--- src/sv/hcq_pkg.sv ---
// hcq_pkg: shared constants, types and state codes for the histogram column quantile block
// no dependencies; imported by hcq_scan_unit and histogram_column_quantile
`timescale 1ns / 1ps

package hcq_pkg;

    localparam int MAX_BINS   = 4096;
    localparam int COUNT_BITS = 16;

    localparam int IDX_W      = $clog2(MAX_BINS);
    localparam int CNT_W      = IDX_W + 1;
    localparam int PCT_W      = 7;
    localparam int TOTAL_W    = COUNT_BITS + IDX_W;
    localparam int TARGET_W   = TOTAL_W + PCT_W;
    localparam int SCALED_W   = COUNT_BITS + PCT_W;

    localparam logic [PCT_W-1:0] PERCENT_RESET = PCT_W'(50);
    localparam logic [PCT_W-1:0] PERCENT_MAX   = PCT_W'(100);

    typedef enum logic [1:0] {
        ST_LOAD,
        ST_PREP,
        ST_READ,
        ST_DRAIN
    } t_state;

    // tag that travels with each bin read out of the store
    typedef struct packed {
        logic             vld;
        logic             last;
        logic [IDX_W-1:0] idx;
    } t_scan_tag;

    typedef struct packed {
        logic             done;
        logic [IDX_W-1:0] bin;
    } t_scan_res;

endpackage

--- src/sv/hcq_scan_unit.sv ---
// hcq_scan_unit: shared scale, accumulate and compare unit for the percentile scan
// depends on hcq_pkg
`timescale 1ns / 1ps

module hcq_scan_unit
    import hcq_pkg::*;
(
    input  logic                  i_clk,
    input  logic                  i_rst_n,
    input  logic                  i_start,
    input  logic [TARGET_W-1:0]   i_target,
    input  t_scan_tag             i_tag,
    input  logic [COUNT_BITS-1:0] i_data,
    output t_scan_res             o_res
);

    t_scan_tag             r_tag;
    logic [SCALED_W-1:0]   r_scaled;
    logic [TARGET_W-1:0]   r_target;
    logic [TARGET_W-1:0]   r_acc;
    logic                  r_found;
    logic [IDX_W-1:0]      r_bin;
    t_scan_res             r_res;

    logic [TARGET_W-1:0]   n_acc;
    logic                  hit;
    logic                  first_hit;

    assign n_acc     = r_acc + TARGET_W'(r_scaled);
    assign hit       = (n_acc >= r_target);
    assign first_hit = r_tag.vld && hit && !r_found;

    // stage 1: scale the bin count by 100
    always_ff @(posedge i_clk) begin
        r_scaled <= SCALED_W'(i_data) * SCALED_W'(100);
        if (!i_rst_n) begin
            r_tag <= '0;
        end else begin
            r_tag <= i_tag;
        end
    end

    // stage 2: running sum and first-hit capture
    always_ff @(posedge i_clk) begin
        if (!i_rst_n) begin
            r_acc    <= '0;
            r_found  <= 1'b0;
            r_res    <= '0;
            r_target <= '0;
            r_bin    <= '0;
        end else begin
            r_res.done <= r_tag.vld && r_tag.last;
            if (i_start) begin
                r_target <= i_target;
                r_acc    <= '0;
                r_found  <= 1'b0;
                r_bin    <= '0;
            end else if (r_tag.vld) begin
                r_acc <= n_acc;
                if (first_hit) begin
                    r_found <= 1'b1;
                    r_bin   <= r_tag.idx;
                end
            end
            if (r_tag.vld && r_tag.last) begin
                r_res.bin <= first_hit ? r_tag.idx : r_bin;
            end
        end
    end

    assign o_res = r_res;

endmodule

--- config.mk ---
export PLATFORM = sky130hd
export DESIGN_NAME = hcq_scan_unit
export DESIGN_NICKNAME = d
export VERILOG_FILES = /design/src/sv/hcq_pkg.sv /design/src/sv/hcq_scan_unit.sv
export SDC_FILE = /design/constraint.sdc
export NUM_CORES = 1
export LEC_CHECK = 0
export BUFFER_PORTS_ARGS = -buffer_cell sky130_fd_sc_hd__buf_2
export CORE_AREA = 2 2 121 123
export CTS_BUF_LIST = sky130_fd_sc_hd__clkbuf_2
export DETAILED_ROUTE_END_ITERATION = 7
export DIE_AREA = 0 0 123 125
export GPL_TIMING_DRIVEN = 1
export PLACE_DENSITY = 0.79
export SLEW_MARGIN = 20
export SYNTH_ARGS = -nofsm -noshare
export SYNTH_HDL_FRONTEND = slang
export SYNTH_SLANG_ARGS = --single-unit
--- constraint.sdc ---
create_clock -name i_clk -period 4.5 [get_ports i_clk]
set_clock_uncertainty 0.05 [all_clocks]
set_input_delay 0.45 -clock i_clk [delete_from_list [all_inputs] [get_ports i_clk]]
set_output_delay 0.45 -clock i_clk [all_outputs]
set_load 0.01 [all_outputs]
Word level (Yosys, flattened, before mapping)
Index checks and enable logic that the tools add are counted.
Word-level totals
  register bits: 131
  input bits: 68
Cells by class
  $add $sub $neg: 1
  $mul: 1
  order comparisons: 1
  muxes and demuxes: 1
  bitwise logic cells: 1
  reductions and logical operators: 6
Operator list (number)
  35-bit by 23-bit adder with 35-bit output: 1
  35-bit >= comparator: 1
  16-bit by 5-bit multiplier with 21-bit output (second input constant): 1
  12-bit two-way mux: 1
  1-bit logical AND: 3
  2-bit AND reduction: 1
  2-bit OR reduction: 1
  1-bit logical NOT: 1
  1-bit NOT: 1

Longest topological paths before layout
  word-level depth: 5
  gate-level depth with buffers: 20
  depth with buffers taken out: 18

Least setup slack after synthesis
Ideal clock, no wire load.
  path kind: reg-to-reg
  start point: register r_scaled[2]
  end point: register r_res, in the netlist o_res[10]
  data arrival time: 4.252 ns
  data required time: 4.317 ns
  slack: 0.066 ns
  stages on the path, launching flop included: 20
  period minus slack after synthesis: 4.434 ns
  cells stage by stage: dfxtp_1 > ha_1 > fa_1 > a21oi_1 > o21ai_0 > a21oi_1 > nor3_1 > o41ai_1 > buf_2 > nand2b_1 > xnor2_1 > ha_1 > nand4_1 > or4_1 > a21oi_1 > o211ai_1 > a21oi_2 > buf_4 > mux2i_1 > a21oi_1
On the way
  word-level cells in the longest chain between the ends: 5
RTL lines
  from (decl): line hcq_scan_unit.sv:18  | logic [SCALED_W-1:0] r_scaled;
  from (signal assigned): line hcq_scan_unit.sv:35  | r_scaled <= SCALED_W'(i_data) * SCALED_W'(100);
  35-bit by 23-bit adder with 35-bit output: line hcq_scan_unit.sv:29  | assign n_acc = r_acc + TARGET_W'(r_scaled);
  net n_acc[24]: line hcq_scan_unit.sv:25  | logic [TARGET_W-1:0] n_acc;
  35-bit >= comparator: line hcq_scan_unit.sv:30  | assign hit = (n_acc >= r_target);
  1-bit logical AND (2 in series): line hcq_scan_unit.sv:31  | assign first_hit = r_tag.vld && hit && !r_found;
  12-bit two-way mux
  to (decl): line hcq_scan_unit.sv:23  | t_scan_res r_res;
The timed path passes the listed nets, and every way through them passes these cells.
A chain may end at the register's enable or synchronous reset.

Worst setup path after layout
  start point: register r_scaled[12]
  end point: register r_res, in the netlist o_res[2]
Same word-level chain as after synthesis.

==> metrics <==
worst endpoint data arrival time=4910 ps; die outline height=125 µm; final worst path period need=4400 ps; ys flop type=sky130_fd_sc_hd__dfxtp_1; library cell with the highest instance count after synthesis=sky130_fd_sc_hd__dfxtp_1; achievable clock frequency=0.227 GHz; clock transition at the registers of the reported paths=200 ps; CTS Buf Count=17; capture point of the worst reg-to-reg path=o_res[2]$_SDFFE_PN0P_; post-synth top area share=0.332; pin count of the biggest net entering global routing=65; Sum Neg Setup Slack=0 ps; number of instances in the synthesized netlist=852; global-route wire length before repair=26000 µm; synth unique cells=51; ratio of routed vias to standard cells=5.19; area taken by flip-flops and latches=2590 µm²; number of global-route vias before repair=5917; Residual DRC=0; largest cells by area after synthesis=sky130_fd_sc_hd__dfxtp_1 33%, sky130_fd_sc_hd__ha_1 17%, sky130_fd_sc_hd__mux2i_1 8.6%; startpoint of the worst-slack reg-to-reg timing path=r_scaled[12]$_DFF_P_; measured slew at the worst slew-check pin=1000 ps; num ports=81; sequential share of the synthesized area=0.332; ratio of cells with drive above 1 in the final layout=0.169; top cell types by occurrence after synthesis=129 x sky130_fd_sc_hd__dfxtp_1, 107 x sky130_fd_sc_hd__ha_1, 96 x sky130_fd_sc_hd__inv_1; GRT Residual Overflow=0; Syn. warnings=0; Lkg Pwr=4.38 nW; worst hold path depth=3; placeable core region=14200 µm²; Die ar.=15400 µm²; peak supply drop=185 µV; fin. max-slew vios=0; routed wire length per instance=13.5 µm; iteration count of the initial detailed-routing pass=5; setup slack at placement=-96.9 ps; Max FO, Critical Path=6; type of the worst setup path=flip-flop to flip-flop; number of H-tree branching levels=4; FFs w/ async S/R, synth=0; initial detailed-routing violation count=370; final net count=1184; number of rows created at floorplan=44; max-cap check violation count=0; Overall Global Routing Usage=0.208; placer's final routability congestion estimate=0.918; CTS tree=built; Reg2Reg Setup Slack=100 ps; Starting Density=0.547; post-synthesis average cell area=9.13 µm²; crit path capture type=flip-flop; number of endpoints failing setup at the final stage=0; clock latency of the later-clocked register in the worst-skew pair=680 ps; post-synthesis to final-layout area growth=20.9%; Max transition margin=0.332; half-perimeter wire length after detailed placement=11100 µm; multi-input logic area=4820 µm²; Hold Violations, Final=0; Clock Path Buffers=2; number of antenna violations at the first check in global routing=1; worst hold-check path type=input port to flip-flop; number of synthesized flops with an enable pin=0; total of flip-flops plus latches after synthesis=129; status=finished clean; buffer type at the clock tree root=sky130_fd_sc_hd__clkbuf_2; quantity of I/O buffers inserted on ports=80; R2R depth=19; Mapped Area=7770 µm²; post-route clock period utilization=0.978; Min-Delay Startpoint=i_data[4]; clock tree sinks=129; final wirelength=16100 µm; power per unit of standard cell area=360 nW/µm²; startpoint types=flip-flop; Synthesized Nets=1039; Hold EP=r_scaled[6]$_DFF_P_; vias post-DR=6208; final worst slack=100 ps; die outline width=123 µm; number of fillers in the final layout=1153; required time of the critical path=5010 ps; unrepaired setup endpoints after global routing=true; leading area contributor after synthesis=sky130_fd_sc_hd__dfxtp_1; number of nets still failing antenna checks after routing=0
-- area by class of cell --
| class | instances | area share |
|---|---|---|
| Antenna cell | 1 | 0.000266 |
| Clock buffer | 17 | 0.00905 |
| Clock inverter | 15 | 0.0182 |
| Inverter | 96 | 0.0383 |
| Multi-Input combinational cell | 597 | 0.513 |
| Sequential cell | 129 | 0.275 |
| Tap cell | 184 | 0.0245 |
| Timing Repair Buffer | 156 | 0.121 |
-- kinds of logic (layout without fill, tap and decap cells) --
| group | Yosys count | in the layout | share of synthesized area |
|---|---|---|---|
| AO/OA/AOI/OAI | 150 | 150 | 0.120 |
| XOR/XNOR | 51 | 51 | 0.0575 |
| adder cells (fa/ha/maj) | 119 | 119 | 0.203 |
| buffers and inverters | 126 | 284 | 0.0624 |
| flip-flops | 129 | 129 | 0.332 |
| multiplexers | 67 | 67 | 0.0863 |
| other | 0 | 1 | 0 |
| AND/OR/NAND/NOR | 210 | 210 | 0.139 |
-- report_power, final --
part / switching (W) / internal [W]
Sequential: 0.0000609 / 0.00126
Clock: 0.000471 / 0.000272
Combinational: 0.000717 / 0.000598
Total: 0.00125 / 0.00213
-- worst max path at each step --
stage	startpoint	endpoint	slack, ps	cells after the start
after floorplan	r_scaled[2]$_DFF_P_	o_res[10]$_SDFFE_PN0P_	70	19
after global placement	r_scaled[2]$_DFF_P_	o_res[8]$_SDFFE_PN0P_	-20	19
after detailed placement	r_scaled[2]$_DFF_P_	o_res[9]$_SDFFE_PN0P_	-100	19
after CTS	r_scaled[2]$_DFF_P_	o_res[7]$_SDFFE_PN0P_	40	19
after global routing	r_scaled[12]$_DFF_P_	o_res[10]$_SDFFE_PN0P_	-160	19
final	r_scaled[12]$_DFF_P_	o_res[2]$_SDFFE_PN0P_	100	19
-- timing repair --
| item | CTS | global route |
|---|---|---|
| gates resized for setup | 4 | 28 |
| pin swaps | 2 | 12 |
| setup buffers | 0 | 6 |
| hold endpoints to repair | 53 | 0 |
| cloned | 0 | 1 |
| endpoints found under the setup margin | 24 | 24 |
| hold buffers | 53 | 0 |
-- through the flow --
step	hold WS (ps)	utilization	instance area, µm²	total power [W]	cells
after CTS	107	0.649	9210	0.00334	1187
after global placement	413	0.592	8410	0.00253	1102
after floorplan	401	-	7770	0.00227	852
final	141	0.662	9400	0.00338	1195
after global routing	84.3	0.662	9400	0.00364	1195
after detailed placement	434	0.592	8410	0.00255	1102
-- critical path: stages, from the launching register on --
cell                        delay [ps]
sky130_fd_sc_hd__dfxtp_2           380
sky130_fd_sc_hd__ha_4              250
sky130_fd_sc_hd__a21o_1            160
sky130_fd_sc_hd__a21o_1            170
sky130_fd_sc_hd__a221o_1           360
sky130_fd_sc_hd__a2111oi_4         400
sky130_fd_sc_hd__o31ai_2           130
sky130_fd_sc_hd__a21oi_2           250
sky130_fd_sc_hd__nor2_1             90
sky130_fd_sc_hd__xor2_1            150
sky130_fd_sc_hd__ha_1              310
sky130_fd_sc_hd__nand4_1           100
sky130_fd_sc_hd__or4_4             430
sky130_fd_sc_hd__a21oi_2           140
sky130_fd_sc_hd__o211ai_1          140
sky130_fd_sc_hd__a21oi_2           150
sky130_fd_sc_hd__buf_6             130
sky130_fd_sc_hd__clkbuf_16         150
sky130_fd_sc_hd__mux2i_2           240
sky130_fd_sc_hd__a21oi_1            90
-- sequential cells by signal (all words and copies together), names as in the netlist --
register,flops
r_target,35
r_acc,33
r_scaled,21
r_tag,14
o_res,13
r_bin,12
r_found,1
-- cell usage in the layout, fill, tap and decap left out, drive strengths merged, types with 4 or more instances in the layout --
master / Yosys / final
dfxtp: 129 / 129
ha: 107 / 107
inv: 96 / 103
buf: 7 / 102
mux2i: 67 / 67
nor2: 59 / 59
a21oi: 56 / 56
dlygate4sd3: 0 / 53
o21ai: 41 / 41
nor2b: 39 / 39
nand2: 30 / 30
xnor2: 28 / 28
xor2: 23 / 23
and2: 18 / 18
clkbuf: 23 / 18
nor3: 17 / 17
fa: 12 / 12
nand3: 11 / 11
a21o: 11 / 11
o31ai: 8 / 8
a31oi: 7 / 7
a211oi: 7 / 7
nand4: 6 / 6
nand2b: 6 / 6
and3: 5 / 5
clkinv: 0 / 5
o211ai: 4 / 4
o21bai: 4 / 4
or4: 4 / 4
-- metal layers --
layer | global-route usage | up-vias | part of all wire
met5 | 0 | - | 0
met4 | 0.0675 | 0 | 0.019
met1 | 0.272 | 2857 | 0.48
met2 | 0.345 | 114 | 0.47
li1 | - | 3205 | -
met3 | 0.0392 | 32 | 0.032
No activity file was read; power rests on OpenSTA's default activity.
